--- src/sv/swr_pkg.sv ---
// ----------------------------------------------------------------------------
// swr_pkg
// Shared widths, codes, defaults and word types of the sliding window receiver.
// ----------------------------------------------------------------------------
package swr_pkg;

   // field widths
   localparam int SEQ_W      = 12;
   localparam int PAY_W      = 11;
   localparam int OFFSET_W   = 22;
   localparam int BYTES_W    = 23;
   localparam int NEXP_W     = 13;
   localparam int WIN_CFG_W  = 6;
   localparam int FRM_CFG_W  = 13;

   localparam logic [BYTES_W-1:0] BYTES_SAT = '1;

   // configuration port
   localparam int CSR_INDEX_W = 1;
   localparam int CSR_DATA_W  = 13;

   localparam logic [CSR_INDEX_W-1:0] CSR_WINDOW_LENGTH     = 1'd0;
   localparam logic [CSR_INDEX_W-1:0] CSR_FRAMES_PER_BUFFER = 1'd1;

   // reset register values
   localparam int WINDOW_RESET = 4;
   localparam int FRAMES_RESET = 16;

   // parameter defaults
   localparam int WINDOW_MAX_DEF  = 32;
   localparam int FRAME_BYTES_DEF = 1024;
   localparam int MAX_FRAMES_DEF  = 4096;

   typedef struct packed {
      logic [SEQ_W-1:0] seq_num;
      logic             frame_bad;
      logic             end_of_transfer;
      logic [PAY_W-1:0] payload_bytes;
   } req_word_type;

   typedef struct packed {
      logic [SEQ_W-1:0]    ack_seq;
      logic                ack_negative;
      logic                store_payload;
      logic [OFFSET_W-1:0] store_offset;
      logic                buffer_complete;
      logic [BYTES_W-1:0]  buffer_bytes;
      logic                transfer_complete;
      logic [NEXP_W-1:0]   next_expected;
   } rsp_word_type;

   typedef struct packed {
      logic                   valid;
      logic [CSR_INDEX_W-1:0] index;
      logic [CSR_DATA_W-1:0]  data;
   } csr_word_type;

endpackage

--- src/sv/swr_channels.sv ---
// ----------------------------------------------------------------------------
// swr channels
// Valid/ready channels of the receiver: frame words in, result words out, and
// the register write channel.
// ----------------------------------------------------------------------------
interface swr_req_if;
   logic                        valid;
   logic                        ready;
   logic [swr_pkg::SEQ_W-1:0]   seq_num;
   logic                        frame_bad;
   logic                        end_of_transfer;
   logic [swr_pkg::PAY_W-1:0]   payload_bytes;

   modport source (output valid, seq_num, frame_bad, end_of_transfer, payload_bytes,
                   input ready);
   modport sink   (input valid, seq_num, frame_bad, end_of_transfer, payload_bytes,
                   output ready);
endinterface

interface swr_rsp_if;
   logic                          valid;
   logic                          ready;
   logic [swr_pkg::SEQ_W-1:0]     ack_seq;
   logic                          ack_negative;
   logic                          store_payload;
   logic [swr_pkg::OFFSET_W-1:0]  store_offset;
   logic                          buffer_complete;
   logic [swr_pkg::BYTES_W-1:0]   buffer_bytes;
   logic                          transfer_complete;
   logic [swr_pkg::NEXP_W-1:0]    next_expected;

   modport source (output valid, ack_seq, ack_negative, store_payload, store_offset,
                   buffer_complete, buffer_bytes, transfer_complete, next_expected,
                   input ready);
   modport sink   (input valid, ack_seq, ack_negative, store_payload, store_offset,
                   buffer_complete, buffer_bytes, transfer_complete, next_expected,
                   output ready);
endinterface

interface swr_csr_if;
   logic                              valid;
   logic                              ready;
   logic [swr_pkg::CSR_INDEX_W-1:0]   index;
   logic [swr_pkg::CSR_DATA_W-1:0]    data;

   modport source (output valid, index, data, input ready);
   modport sink   (input valid, index, data, output ready);
endinterface

--- src/sv/swr_slide.sv ---
// ----------------------------------------------------------------------------
// swr_slide
// Window slide: finds the run of received frames just past the next expected
// one and shifts the receive mask past it.
// ----------------------------------------------------------------------------
module swr_slide #(
   parameter int WINDOW_MAX = swr_pkg::WINDOW_MAX_DEF
) (
   input  logic [WINDOW_MAX-1:0]            mask_cur,
   output logic [$clog2(WINDOW_MAX+1)-1:0]  shift,
   output logic [WINDOW_MAX-1:0]            mask_slid
);

   localparam int SH_W = $clog2(WINDOW_MAX+1);

   // bits at or above the window are always clear, so the first zero bounds the run
   always_comb begin
      shift = SH_W'(WINDOW_MAX);
      for (int i = WINDOW_MAX-1; i >= 1; i--) begin
         if (!mask_cur[i]) begin
            shift = SH_W'(i);
         end
      end
   end

   assign mask_slid = mask_cur >> shift;

endmodule

--- src/sv/swr_core.sv ---
// ----------------------------------------------------------------------------
// swr_core
// Window state and per-frame step logic; registers are written on a step or
// on a register write.
// ----------------------------------------------------------------------------
module swr_core #(
   parameter int WINDOW_MAX  = swr_pkg::WINDOW_MAX_DEF,
   parameter int FRAME_BYTES = swr_pkg::FRAME_BYTES_DEF,
   parameter int MAX_FRAMES  = swr_pkg::MAX_FRAMES_DEF
) (
   input  logic                   clock,
   input  logic                   reset,
   input  logic                   step,
   input  swr_pkg::req_word_type  item,
   input  swr_pkg::csr_word_type  csr,
   output swr_pkg::rsp_word_type  result
);

   localparam int SEQ_W     = swr_pkg::SEQ_W;
   localparam int BYTES_W   = swr_pkg::BYTES_W;
   localparam int SEQ_SPAN  = 2 ** SEQ_W;
   localparam int FRAME_CAP = (MAX_FRAMES > SEQ_SPAN) ? MAX_FRAMES : SEQ_SPAN;
   localparam int WIN_W     = $clog2(WINDOW_MAX+1);
   localparam int FRM_W     = $clog2(MAX_FRAMES+1);
   localparam int BFC_W     = $clog2(FRAME_CAP+1);
   localparam int EXP_W     = $clog2(FRAME_CAP+WINDOW_MAX+1);
   localparam int CMP_W     = EXP_W + 1;
   localparam int DIFF_W    = (WINDOW_MAX > 1) ? $clog2(WINDOW_MAX) : 1;
   localparam int SH_W      = $clog2(WINDOW_MAX+1);
   localparam int FB_W      = $clog2(FRAME_BYTES+1);
   localparam int LEN_W     = ((SEQ_W+FB_W > BYTES_W) ? SEQ_W+FB_W : BYTES_W) + 1;
   localparam int FL_W      = (FRM_W+FB_W > BYTES_W) ? FRM_W+FB_W : BYTES_W;
   localparam int RST_WIN   = (swr_pkg::WINDOW_RESET > WINDOW_MAX) ?
                              WINDOW_MAX : swr_pkg::WINDOW_RESET;
   localparam int RST_FRM   = (swr_pkg::FRAMES_RESET > MAX_FRAMES) ?
                              MAX_FRAMES : swr_pkg::FRAMES_RESET;
   localparam int RST_PROD  = RST_FRM * FRAME_BYTES;
   localparam int RST_FULL  = (RST_PROD > (2**BYTES_W - 1)) ? (2**BYTES_W - 1) : RST_PROD;

   logic [WIN_W-1:0]      window_ff, window_in;
   logic [FRM_W-1:0]      frames_ff, frames_in;
   logic [BYTES_W-1:0]    full_len_ff, full_len_in;
   logic [WINDOW_MAX-1:0] mask_ff, mask_in;
   logic [EXP_W-1:0]      exp_ff, exp_in;
   logic [BFC_W-1:0]      bfc_ff, bfc_in;
   logic [BYTES_W-1:0]    final_len_ff, final_len_in;
   logic                  end_seen_ff, end_seen_in;
   logic                  finished_ff, finished_in;

   // register write values
   logic [swr_pkg::WIN_CFG_W-1:0] win_raw;
   logic [swr_pkg::FRM_CFG_W-1:0] frm_raw;
   logic [WIN_W-1:0]              win_eff;
   logic [FRM_W-1:0]              frm_eff;
   logic [WINDOW_MAX-1:0]         keep;
   logic [FL_W-1:0]               full_prod;
   logic [BYTES_W-1:0]            full_sat;

   // step values
   logic [CMP_W-1:0]      seq_c, exp_c, win_c, diff;
   logic [DIFF_W-1:0]     d;
   logic                  in_win;
   logic [LEN_W-1:0]      base, pay_c, len;
   logic [BYTES_W-1:0]    len_sat;
   logic [SEQ_W:0]        seq_inc;
   logic [SH_W-1:0]       shift;
   logic [WINDOW_MAX-1:0] mask_slid;
   logic                  store, complete;
   logic [BYTES_W-1:0]    bytes;

   swr_slide #(
      .WINDOW_MAX (WINDOW_MAX)
   ) u_slide (
      .mask_cur  (mask_ff),
      .shift     (shift),
      .mask_slid (mask_slid)
   );

   always_comb begin
      win_raw = csr.data[swr_pkg::WIN_CFG_W-1:0];
      if (win_raw == '0) begin
         win_eff = WIN_W'(1);
      end else if (32'(win_raw) > 32'(WINDOW_MAX)) begin
         win_eff = WIN_W'(WINDOW_MAX);
      end else begin
         win_eff = WIN_W'(win_raw);
      end
      for (int i = 0; i < WINDOW_MAX; i++) begin
         keep[i] = (32'(i) < 32'(win_eff));
      end

      frm_raw = csr.data[swr_pkg::FRM_CFG_W-1:0];
      if (frm_raw == '0) begin
         frm_eff = FRM_W'(1);
      end else if (32'(frm_raw) > 32'(MAX_FRAMES)) begin
         frm_eff = FRM_W'(MAX_FRAMES);
      end else begin
         frm_eff = FRM_W'(frm_raw);
      end
      full_prod = FL_W'(frm_eff) * FL_W'(FRAME_BYTES);
      if (full_prod > FL_W'(swr_pkg::BYTES_SAT)) begin
         full_sat = swr_pkg::BYTES_SAT;
      end else begin
         full_sat = full_prod[BYTES_W-1:0];
      end
   end

   always_comb begin
      seq_c   = CMP_W'(item.seq_num);
      exp_c   = CMP_W'(exp_ff);
      win_c   = CMP_W'(window_ff);
      diff    = seq_c - exp_c;
      d       = diff[DIFF_W-1:0];
      in_win  = !item.frame_bad && (seq_c < exp_c + win_c);
      seq_inc = {1'b0, item.seq_num} + 1'b1;

      base = LEN_W'(item.seq_num) * LEN_W'(FRAME_BYTES);
      if (LEN_W'(item.payload_bytes) > LEN_W'(FRAME_BYTES)) begin
         pay_c = LEN_W'(FRAME_BYTES);
      end else begin
         pay_c = LEN_W'(item.payload_bytes);
      end
      len = base + pay_c;
      if (len > LEN_W'(swr_pkg::BYTES_SAT)) begin
         len_sat = swr_pkg::BYTES_SAT;
      end else begin
         len_sat = len[BYTES_W-1:0];
      end
   end

   always_comb begin
      window_in    = window_ff;
      frames_in    = frames_ff;
      full_len_in  = full_len_ff;
      mask_in      = mask_ff;
      exp_in       = exp_ff;
      bfc_in       = bfc_ff;
      final_len_in = final_len_ff;
      end_seen_in  = end_seen_ff;
      finished_in  = finished_ff;
      store        = 1'b0;
      complete     = 1'b0;
      bytes        = '0;

      if (step) begin
         if (!finished_ff) begin
            if (in_win) begin
               if (seq_c == exp_c) begin
                  mask_in = mask_slid;
                  exp_in  = exp_ff + EXP_W'(shift);
                  store   = 1'b1;
               end else if (seq_c > exp_c) begin
                  if (!mask_ff[d]) begin
                     mask_in[d] = 1'b1;
                     store      = 1'b1;
                  end
               end
               if (item.end_of_transfer) begin
                  bfc_in       = BFC_W'(seq_inc);
                  final_len_in = len_sat;
                  end_seen_in  = 1'b1;
               end
            end
            if (exp_in >= EXP_W'(bfc_in)) begin
               complete = 1'b1;
               bytes    = final_len_in;
               if (end_seen_in) begin
                  finished_in = 1'b1;
               end
               mask_in      = '0;
               exp_in       = '0;
               bfc_in       = BFC_W'(frames_ff);
               final_len_in = full_len_ff;
            end
         end
      end else if (csr.valid) begin
         unique case (csr.index)
            swr_pkg::CSR_WINDOW_LENGTH: begin
               window_in = win_eff;
               mask_in   = mask_ff & keep;
            end
            swr_pkg::CSR_FRAMES_PER_BUFFER: begin
               frames_in   = frm_eff;
               full_len_in = full_sat;
               if (exp_ff == '0 && mask_ff == '0 && !end_seen_ff && !finished_ff) begin
                  bfc_in       = BFC_W'(frm_eff);
                  final_len_in = full_sat;
               end
            end
            default: begin
               window_in = window_ff;
            end
         endcase
      end
   end

   always_ff @(posedge clock) begin
      if (reset) begin
         window_ff    <= WIN_W'(RST_WIN);
         frames_ff    <= FRM_W'(RST_FRM);
         full_len_ff  <= BYTES_W'(RST_FULL);
         mask_ff      <= '0;
         exp_ff       <= '0;
         bfc_ff       <= BFC_W'(RST_FRM);
         final_len_ff <= BYTES_W'(RST_FULL);
         end_seen_ff  <= 1'b0;
         finished_ff  <= 1'b0;
      end else begin
         window_ff    <= window_in;
         frames_ff    <= frames_in;
         full_len_ff  <= full_len_in;
         mask_ff      <= mask_in;
         exp_ff       <= exp_in;
         bfc_ff       <= bfc_in;
         final_len_ff <= final_len_in;
         end_seen_ff  <= end_seen_in;
         finished_ff  <= finished_in;
      end
   end

   always_comb begin
      result.ack_seq           = item.seq_num;
      result.ack_negative      = item.frame_bad;
      result.store_payload     = store;
      result.store_offset      = store ? base[swr_pkg::OFFSET_W-1:0] : '0;
      result.buffer_complete   = complete;
      result.buffer_bytes      = bytes;
      result.transfer_complete = finished_in;
      result.next_expected     = exp_in[swr_pkg::NEXP_W-1:0];
   end

endmodule

--- src/sv/sliding_window_receiver.sv ---
// ----------------------------------------------------------------------------
// sliding_window_receiver
// Selective-repeat receiver bookkeeping: acknowledge, store and window slide.
// ----------------------------------------------------------------------------
// Usage:
//   req_chan  : one parsed frame word per handshake (seq_num, frame_bad,
//               end_of_transfer, payload_bytes).
//   rsp_chan  : one result word per frame, in frame order: acknowledgement,
//               store strobe and byte offset, buffer completion and length,
//               transfer completion and the next expected sequence number.
//   csr_chan  : register writes, index 0 window_length, 1 frames_per_buffer;
//               always ready. Write only while no frame is in flight.
//   Path      : a word accepted into the input register steps the core once the
//               output register is free or being emptied; its result word is
//               registered in the output register and offered on rsp_chan.
//   Throughput: one frame per cycle while rsp_chan is not held off; the window
//               slide is a combinational run search and shift of the receive mask.
//   Reset     : synchronous; clears the window, mask and end/finish flags and
//               loads window 4 and 16 frames per buffer.
//   Stall     : while rsp_chan is held off, one more word is taken into the
//               input register, then req_chan.ready drops; nothing is lost.
// ----------------------------------------------------------------------------
module sliding_window_receiver #(
   parameter int WINDOW_MAX  = swr_pkg::WINDOW_MAX_DEF,
   parameter int FRAME_BYTES = swr_pkg::FRAME_BYTES_DEF,
   parameter int MAX_FRAMES  = swr_pkg::MAX_FRAMES_DEF
) (
   input  logic      clock,
   input  logic      reset,
   swr_req_if.sink   req_chan,
   swr_rsp_if.source rsp_chan,
   swr_csr_if.sink   csr_chan
);

   swr_pkg::req_word_type in_ff, in_in;
   logic                  in_valid_ff, in_valid_in;
   swr_pkg::rsp_word_type out_ff, out_in;
   logic                  out_valid_ff, out_valid_in;
   swr_pkg::rsp_word_type result;
   swr_pkg::csr_word_type csr_word;
   logic                  advance;
   logic                  req_take;

   assign advance  = in_valid_ff && (!out_valid_ff || rsp_chan.ready);
   assign req_take = req_chan.valid && req_chan.ready;

   assign req_chan.ready = !in_valid_ff || advance;
   assign csr_chan.ready = 1'b1;

   always_comb begin
      csr_word.valid = csr_chan.valid && csr_chan.ready;
      csr_word.index = csr_chan.index;
      csr_word.data  = csr_chan.data;
   end

   swr_core #(
      .WINDOW_MAX  (WINDOW_MAX),
      .FRAME_BYTES (FRAME_BYTES),
      .MAX_FRAMES  (MAX_FRAMES)
   ) u_core (
      .clock  (clock),
      .reset  (reset),
      .step   (advance),
      .item   (in_ff),
      .csr    (csr_word),
      .result (result)
   );

   always_comb begin
      in_in       = in_ff;
      in_valid_in = in_valid_ff;
      if (req_take) begin
         in_in.seq_num         = req_chan.seq_num;
         in_in.frame_bad       = req_chan.frame_bad;
         in_in.end_of_transfer = req_chan.end_of_transfer;
         in_in.payload_bytes   = req_chan.payload_bytes;
         in_valid_in           = 1'b1;
      end else if (advance) begin
         in_valid_in = 1'b0;
      end

      out_in       = out_ff;
      out_valid_in = out_valid_ff;
      if (advance) begin
         out_in       = result;
         out_valid_in = 1'b1;
      end else if (rsp_chan.ready) begin
         out_valid_in = 1'b0;
      end
   end

   always_ff @(posedge clock) begin
      if (reset) begin
         in_valid_ff  <= 1'b0;
         out_valid_ff <= 1'b0;
      end else begin
         in_valid_ff  <= in_valid_in;
         out_valid_ff <= out_valid_in;
      end
   end

   always_ff @(posedge clock) begin
      in_ff  <= in_in;
      out_ff <= out_in;
   end

   assign rsp_chan.valid             = out_valid_ff;
   assign rsp_chan.ack_seq           = out_ff.ack_seq;
   assign rsp_chan.ack_negative      = out_ff.ack_negative;
   assign rsp_chan.store_payload     = out_ff.store_payload;
   assign rsp_chan.store_offset      = out_ff.store_offset;
   assign rsp_chan.buffer_complete   = out_ff.buffer_complete;
   assign rsp_chan.buffer_bytes      = out_ff.buffer_bytes;
   assign rsp_chan.transfer_complete = out_ff.transfer_complete;
   assign rsp_chan.next_expected     = out_ff.next_expected;

endmodule

--- src/flat_wrapper.sv ---
// flat-port wrapper written by rule: the top's interface ports become plain ports
module sliding_window_receiver_flat 
#(
   parameter int WINDOW_MAX  = swr_pkg::WINDOW_MAX_DEF,
   parameter int FRAME_BYTES = swr_pkg::FRAME_BYTES_DEF,
   parameter int MAX_FRAMES  = swr_pkg::MAX_FRAMES_DEF
)
  (clock, reset, req_chan_valid, req_chan_seq_num, req_chan_frame_bad, req_chan_end_of_transfer, req_chan_payload_bytes, req_chan_ready, rsp_chan_valid, rsp_chan_ack_seq, rsp_chan_ack_negative, rsp_chan_store_payload, rsp_chan_store_offset, rsp_chan_buffer_complete, rsp_chan_buffer_bytes, rsp_chan_transfer_complete, rsp_chan_next_expected, rsp_chan_ready, csr_chan_valid, csr_chan_index, csr_chan_data, csr_chan_ready);
  swr_req_if req_chan_i ();
  swr_rsp_if rsp_chan_i ();
  swr_csr_if csr_chan_i ();
  input  logic clock;
  input  logic reset;
  input wire logic [$bits(req_chan_i.valid)-1:0] req_chan_valid;
  input wire logic [$bits(req_chan_i.seq_num)-1:0] req_chan_seq_num;
  input wire logic [$bits(req_chan_i.frame_bad)-1:0] req_chan_frame_bad;
  input wire logic [$bits(req_chan_i.end_of_transfer)-1:0] req_chan_end_of_transfer;
  input wire logic [$bits(req_chan_i.payload_bytes)-1:0] req_chan_payload_bytes;
  output wire logic [$bits(req_chan_i.ready)-1:0] req_chan_ready;
  output wire logic [$bits(rsp_chan_i.valid)-1:0] rsp_chan_valid;
  output wire logic [$bits(rsp_chan_i.ack_seq)-1:0] rsp_chan_ack_seq;
  output wire logic [$bits(rsp_chan_i.ack_negative)-1:0] rsp_chan_ack_negative;
  output wire logic [$bits(rsp_chan_i.store_payload)-1:0] rsp_chan_store_payload;
  output wire logic [$bits(rsp_chan_i.store_offset)-1:0] rsp_chan_store_offset;
  output wire logic [$bits(rsp_chan_i.buffer_complete)-1:0] rsp_chan_buffer_complete;
  output wire logic [$bits(rsp_chan_i.buffer_bytes)-1:0] rsp_chan_buffer_bytes;
  output wire logic [$bits(rsp_chan_i.transfer_complete)-1:0] rsp_chan_transfer_complete;
  output wire logic [$bits(rsp_chan_i.next_expected)-1:0] rsp_chan_next_expected;
  input wire logic [$bits(rsp_chan_i.ready)-1:0] rsp_chan_ready;
  input wire logic [$bits(csr_chan_i.valid)-1:0] csr_chan_valid;
  input wire logic [$bits(csr_chan_i.index)-1:0] csr_chan_index;
  input wire logic [$bits(csr_chan_i.data)-1:0] csr_chan_data;
  output wire logic [$bits(csr_chan_i.ready)-1:0] csr_chan_ready;
  assign req_chan_i.valid = req_chan_valid;
  assign req_chan_i.seq_num = req_chan_seq_num;
  assign req_chan_i.frame_bad = req_chan_frame_bad;
  assign req_chan_i.end_of_transfer = req_chan_end_of_transfer;
  assign req_chan_i.payload_bytes = req_chan_payload_bytes;
  assign req_chan_ready = req_chan_i.ready;
  assign rsp_chan_valid = rsp_chan_i.valid;
  assign rsp_chan_ack_seq = rsp_chan_i.ack_seq;
  assign rsp_chan_ack_negative = rsp_chan_i.ack_negative;
  assign rsp_chan_store_payload = rsp_chan_i.store_payload;
  assign rsp_chan_store_offset = rsp_chan_i.store_offset;
  assign rsp_chan_buffer_complete = rsp_chan_i.buffer_complete;
  assign rsp_chan_buffer_bytes = rsp_chan_i.buffer_bytes;
  assign rsp_chan_transfer_complete = rsp_chan_i.transfer_complete;
  assign rsp_chan_next_expected = rsp_chan_i.next_expected;
  assign rsp_chan_i.ready = rsp_chan_ready;
  assign csr_chan_i.valid = csr_chan_valid;
  assign csr_chan_i.index = csr_chan_index;
  assign csr_chan_i.data = csr_chan_data;
  assign csr_chan_ready = csr_chan_i.ready;
  sliding_window_receiver #(.WINDOW_MAX(WINDOW_MAX), .FRAME_BYTES(FRAME_BYTES), .MAX_FRAMES(MAX_FRAMES)) u_core (.clock(clock), .reset(reset), .req_chan(req_chan_i), .rsp_chan(rsp_chan_i), .csr_chan(csr_chan_i));
endmodule
--- config.mk ---
export PLATFORM = sky130hd
export DESIGN_NAME = sliding_window_receiver_flat
export DESIGN_NICKNAME = d
export VERILOG_FILES = /design/src/sv/swr_pkg.sv /design/src/sv/swr_channels.sv /design/src/sv/swr_slide.sv /design/src/sv/swr_core.sv /design/src/sv/sliding_window_receiver.sv /design/src/flat_wrapper.sv
export SDC_FILE = /design/constraint.sdc
export NUM_CORES = 1
export LEC_CHECK = 0
export ABC_AREA = 1
export BUFFER_PORTS_ARGS = -buffer_cell sky130_fd_sc_hd__clkbuf_2
export CAP_MARGIN = 20
export CORE_ASPECT_RATIO = 1.75
export CORE_MARGIN = 5
export CORE_UTILIZATION = 43
export DETAILED_ROUTE_END_ITERATION = 6
export SYNTH_ARGS = -nofsm -noshare
export SYNTH_HDL_FRONTEND = slang
export SYNTH_SLANG_ARGS = --single-unit
--- constraint.sdc ---
create_clock -name clock -period 7.57 [get_ports clock]
set_input_delay 0.3785 -clock clock [delete_from_list [all_inputs] [get_ports clock]]
set_output_delay 0.3785 -clock clock [all_outputs]
set_load 0.02 [all_outputs]
# Word-level counts from Yosys, hierarchy flattened

Index checks and enable logic that the tools add are counted.

Bits in registers: 226
Input bits: 44
Output and inout bits: 77
Logic and storage cells: 208

Shift-type cells: 1
Mux-type cells: 95
Reductions and logical operators: 29
Bitwise logic cells: 6
Equality and inequality tests: 6
$lt $le $gt $ge: 42
Add/subtract/negate cells: 5

Operator list:

| kind                  | number |
|---|---|
| $mux 32               | 9 |
| $mux 13               | 19 |
| $mux 23               | 10 |
| $mux 6                | 33 |
| $lt 5x6->1 const A    | 16 |
| $lt 4x6->1 const A    | 8 |
| $and 32x32->32        | 1 |
| $logic_not 32->1      | 1 |
| $or 32x32->32         | 1 |
| $shr 32x6->32         | 1 |
| $logic_not 13->1      | 2 |
| $gt 24x23->1 const B  | 1 |
| $lt 3x6->1 const A    | 4 |
| $add 22x11->23        | 1 |
| $gt 23x23->1 const B  | 1 |
| $mux 1                | 21 |
| $add 13x6->14         | 1 |
| $lt 12x14->1          | 1 |
| $add 12x1->13 const B | 1 |
| $add 13x6->13         | 1 |
| $eq 12x13->1          | 1 |
| $ge 13x13->1          | 1 |
| $gt 12x13->1          | 1 |
| $gt 13x13->1 const B  | 1 |
| other kinds (25)      | 47 |

# Depth between registers and ports, before layout

Depth after elaboration: 40
Mapped depth: 59
Depth with buffers taken out: 58

# By module

A second synthesis with hierarchy kept.

Cell total of the unflattened synthesis: 2209
Area total of the unflattened synthesis: 14903.0 µm²

Modules (own cells, without submodules):

| module                  | area an instance (µm²) | cells each | seq. area each (µm²) | times used |
|---|---|---|---|---|
| swr_core                | 9710.6                 | 1639       | 2042.0               | 1 |
| sliding_window_receiver | 3075.4                 | 113        | 3012.9               | 1 |
| swr_slide               | 2117.0                 | 457        | 0.0                  | 1 |

# Least setup slack after synthesis

OpenSTA, ideal clock, no wires.

Path type: register to register
From: reg u_core.u_core.mask_ff[30]
To: reg u_core.u_core.final_len_ff[0]
Setup time: 0.070 ns
Buffers on the path: 3
Slack: 1.673 ns
Cell stages (with the launch flop): 56
Data arrival time: 5.826 ns
Period minus slack after synthesis: 5.897 ns
Required time: 7.500 ns
Cell sequence: dfxtp_1 clkbuf_2 nand2_1 nand2_1 nand2_1 nand2_1 nand2_1 nand2_1 nand2_1 nand2_1 nand2_1 nand2_1 nand2_1 nand2_1 nand2_1 nand2_1 nand2_1 nand2_1 [20 not listed] nand2_1 a21oi_1 o41ai_1 inv_1 ha_1 a21oi_1 o21ai_0 a21oi_1 o311ai_0 nand3_1 nand2_1 nor2_1 clkinv_1 nor2_1 inv_1 clkbuf_1 or2_2 a21oi_1

Word-level cells in the longest chain between the ends: 39
Elaborated cells on any way between the ends: 45
Those cells by class: add/sub (1); order compare (1); mux (37); reduce/logical (6)

Ends and longest elaborated chain:

| item                   | line            | RTL |
|---|---|---|
| start, declared        | swr_core.sv:43  | `logic [WINDOW_MAX-1:0] mask_ff, mask_in;` |
| start signal, assigned | swr_core.sv:212 | `mask_ff <= mask_in;` |
| $mux 6 (30 in a row)   | swr_slide.sv:20 | `if (!mask_cur[i]) begin` |
| $add 13x6->13          | swr_core.sv:150 | `exp_in = exp_ff + EXP_W'(shift);` |
| $mux 13                | swr_core.sv:148 | `if (seq_c == exp_c) begin` |
| $mux 13                | swr_core.sv:147 | `if (in_win) begin` |
| $mux 13                | swr_core.sv:146 | `if (!finished_ff) begin` |
| $mux 13                | swr_core.sv:145 | `if (step) begin` |
| $ge 13x13->1           | swr_core.sv:164 | `if (exp_in >= EXP_W'(bfc_in)) begin` |
| $mux 23                | swr_core.sv:164 |  |
| $mux 23                | swr_core.sv:146 |  |
| $mux 23                | swr_core.sv:145 |  |
| end signal, assigned   | swr_core.sv:205 | `final_len_ff <= BYTES_W'(RST_FULL);` |
| end signal, assigned   | swr_core.sv:215 | `final_len_ff <= final_len_in;` |
| end, declared          | swr_core.sv:46  | `logic [BYTES_W-1:0] final_len_ff, final_len_in;` |

Several ways; a longest one is shown, not always the timed one. The select of a mux whose other input is x is not followed.
A chain may end at the register's enable or synchronous reset.

# Worst setup path in the final report

From: reg u_core.u_core.mask_ff[31]
To: reg u_core.u_core.final_len_ff[22]

Word-level cells in the longest chain between the ends: 40
Elaborated cells on any way between the ends: 46
Those cells by class: add/sub (1); order compare (1); mux (38); reduce/logical (6)

Ends and longest elaborated chain:

| item                 | line |
|---|---|
| $mux 6 (31 in a row) | swr_slide.sv:20 |
| $add 13x6->13        | swr_core.sv:150 |
| $mux 13              | swr_core.sv:148 |
| $mux 13              | swr_core.sv:147 |
| $mux 13              | swr_core.sv:146 |
| $mux 13              | swr_core.sv:145 |
| $ge 13x13->1         | swr_core.sv:164 |
| $mux 23              | swr_core.sv:164 |
| $mux 23              | swr_core.sv:146 |
| $mux 23              | swr_core.sv:145 |

Several ways; a longest one is shown, not always the timed one. The select of a mux whose other input is x is not followed.

==> results.md <==
* Status: completed
* Dpl cell area at 13900 µm²
* Vias in the first global route at 13060
* Die width at 142 µm
* DR vias/cell at 5.87
* Num ports at between 100 and 150
* Critical path data required time at about 8.0 ns
* CTS HTree Levels at 4
* TritonCTS clock tree: built
* Share of post-route cells with drive strength above 1 at 11.2%
* CP Class: register to register
* Clk Latency, worst-skew pair at ~0.46 ns
* # diodes at 0
* Clk sinks at 193
* PD cells at around 180 nW/µm²
* Pre-Repair DR Iteration Count at 5
* Reg-to-reg slack, setup at 0.73 ns
* Max clock buf depth at 2
* WL/cell at 21.8 µm
* RSZ-0062 raised after global routing: false
* Die height at 240 µm
* Routed WL at ~51 mm
* Fraction of registers with async set/reset at 0%
* Port bufs at about 110
* Worst Tran Pin Value at 1.04 ns
* Worst slew margin at around 31%
* Final min period at roughly 7 ns
* Final worst-path cycle share at between 90% and 100%
* Ys flop type: dfxtp_1
* Post-route ant nets at 0
* Crit path max fanout at 14
* Startpoint types: register
* Total grt overflow at 0
* Post-synth EDFFs at around 90
* Mapped cell area at 13000 µm²
* Syn avg cell area at 7.07 µm²
* Leakage at 5.92 nW
* Mapped Cells at 1843
* R2r endpoint: u_core.u_core.final_len_ff[22]
* Min-Delay Endpoint: u_core.in_ff[0]
* Synth warn at 0
* Commonest non-fill, non-tap cell in the layout: nand2_1
* Routability cong. at roughly 1.1
* Fmax at 0.146 GHz
* Clock transition at the registers of the reported paths at 0.08 ns
* Cts bufs inserted at 17
* Cell Rows at 84
* Worst hold path class: primary input to register
* Largest stage delay on the critical path at 0.65 ns
* Hold-fix buffers, CTS at 0
* Layout Skew at 0.0138 ns
* Initial antenna violation count at 0
* Sequential area share after synthesis at 36.5%
* # setup viols final at 0
* HPWL Detailed at 38.3 mm
* Core footprint at roughly 30000 µm²
* CP endpoint kind: register
* Max-Cap Viols at 0
* Hold Path Cell Cnt at 1
* Initial Utilization at 43.5%
* Clock root cell: clkbuf_16
* FF-to-FF Start: u_core.u_core.mask_ff[31]
* Crit path DAT at 7.21 ns
* Number of synthesized register bits at 193
* Via count at 13590
* Nets at around 2000
* Pin count of the biggest net entering global routing at between 60 and 70
* Setup TNS at 0 ns
* First-pass GRT wire length at 76.3 mm
* Layout Area Growth over Synthesis at 11.1%
* Final Hold Viols at 0
* Worst reg-to-reg path cell count at 53
* Max IR drop VDD at 0.216 mV
* Post-layout instance area at 14500 µm²
* Tot GR Track Use at 29.6%
* DRT iter0 DRCs at 1240
* # DRC at 0
* Full die area at approximately 34000 µm²
* Commonest non-fill, non-tap cells in the layout: nand2_1 (421), nand3_1 (268), inv_1 (188), a21oi_1 (144), nor2_1 (128)
* Post-Layout Cell Count at 2316
* Placed cell count at ~2300
* Top cell by count, worst path: nand2_1
* Cell at the slowest stage of the critical path: a2111oi_1
* Hold path startpoint: req_chan_payload_bytes[0]
* Slew Limit Fails at 0
* Synth cell types at 53
-- power breakdown --
part / internal [mW] / total [mW] / switching [mW]
Clock: 0.435 / 0.879 / 0.444
Combinational: 0.170 / 0.575 / 0.406
Sequential: 1.15 / 1.21 / 0.0615
-- stage by stage --
step | setup WS [ns] | hold slack, ns | util, % | power (mW)
finish | 0.734 | 0.0927 | 48.3 | 2.66
global route | 0.0378 | 0.0738 | 48.3 | 2.78
CTS | 0.596 | 0.0745 | 48.2 | 2.67
detailed placement | 0.622 | 0.451 | 46.4 | 1.79
global placement | 0.714 | 0.444 | 46.4 | 1.79
floorplan | 1.67 | 0.430 | - | 1.60
-- cell usage after synthesis, types with 3 or more instances --
master,number,area (µm²)
a211oi_1,12,90.1
a21oi_1,144,721
a221oi_1,6,52.6
a22oi_1,4,30.0
a31oi_1,46,288
buf_2,20,100
buf_4,13,97.6
buf_6,4,45.0
clkbuf_1,60,225
clkinv_1,7,26.3
dfxtp_1,104,2080
edfxtp_1,89,2670
fa_1,3,60.1
ha_1,51,638
inv_1,188,706
inv_2,3,11.3
mux2i_1,9,90.1
nand2_1,421,1580
nand2_2,4,25.0
nand3_1,268,1340
nand4_1,18,113
nor2_1,130,488
nor3_1,20,100
nor4_1,19,119
o211ai_1,5,37.5
o21ai_0,84,420
o21ai_1,5,25.0
o221ai_1,8,70.1
o22ai_1,4,25.0
o31ai_1,3,22.5
or2_2,22,138
xnor2_1,4,35.0
xor2_1,36,315
-- state kept, by name, indices dropped and copies added (netlist names) --
| name | flops |
|---|---|
| u_core.rsp_chan.transfer_complete | 1 |
| u_core.rsp_chan.next_expected | 13 |
| u_core.rsp_chan.ack_seq | 12 |
| u_core.rsp_chan.store_offset | 12 |
| u_core.in_valid_ff | 1 |
| u_core.u_core.window_ff | 6 |
| u_core.u_core.bfc_ff | 13 |
| u_core.u_core.finished_ff | 1 |
| u_core.rsp_chan.buffer_bytes | 23 |
| u_core.u_core.mask_ff | 32 |
| u_core.u_core.end_seen_ff | 1 |
| u_core.rsp_chan.buffer_complete | 1 |
| u_core.rsp_chan.store_payload | 1 |
| u_core.u_core.full_len_ff | 13 |
| u_core.rsp_chan.ack_negative | 1 |
| u_core.u_core.exp_ff | 13 |
| u_core.rsp_chan.valid | 1 |
| u_core.in_ff | 25 |
| u_core.u_core.final_len_ff | 23 |
-- critical path: cells and delay by family, from the launching register on --
family          cells  cell delay [ns]
compound gates      9             2.01
xor+xnor            1             0.17
buf+inv             4             0.50
flops               1             0.39
simple gates       36             2.75
fa+ha+maj           3             0.97
-- routing by layer --
metal | track usage, % | up-vias | routed length (µm)
met5 | 0 | - | 0
met4 | 23.9 | 0 | 4880
met3 | 4.52 | 227 | 2520
met2 | 52.6 | 636 | 25900
met1 | 30.3 | 6321 | 17300
li1 | - | 6406 | -
-- repair_timing --
action | in CTS | in global routing
endpoints found under the hold margin | 0 | 0
endpoints found under the setup margin | 0 | 30
resized for setup | 0 | 5
buffers inserted | 0 | 0
-- kinds of logic (layout without fill, tap and decap cells) --
group | count (synthesis) | after routing | share of synthesized area (%)
AO/OA/AOI/OAI | 336 | 336 | 14.7
multiplexers | 9 | 9 | 0.692
buffers and inverters | 298 | 375 | 9.40
adder cells (fa/ha/maj) | 55 | 55 | 5.44
other | 2 | 11 | 0.0577
flip-flops | 193 | 193 | 36.5
XOR/XNOR | 40 | 40 | 2.69
AND/OR/NAND/NOR | 910 | 910 | 30.5
-- worst max path at each step --
stage	startpoint	endpoint	slack (ns)
2_1_floorplan	u_core.u_core.mask_ff[30]	u_core.u_core.final_len_ff[0]	1.67
3_3_place_gp	u_core.u_core.mask_ff[31]	u_core.u_core.final_len_ff[22]	0.71
3_5_place_dp	u_core.u_core.mask_ff[31]	u_core.u_core.final_len_ff[22]	0.62
4_1_cts	u_core.u_core.mask_ff[31]	u_core.u_core.final_len_ff[22]	0.60
5_1_grt	u_core.u_core.mask_ff[31]	u_core.u_core.bfc_ff[9]	0.04
6_report	u_core.u_core.mask_ff[31]	u_core.u_core.final_len_ff[22]	0.73
-- area by class of cell --
cell class,count,area [µm²]
multi-input cells,1361,7110
flip-flops and latches,193,4750
clock inverters,13,123
repair buffers,145,823
clock buffers,19,433
inverters,198,743
fillers,3075,15500
well taps,387,484
Note: power is estimated with default switching activity, not from simulation.
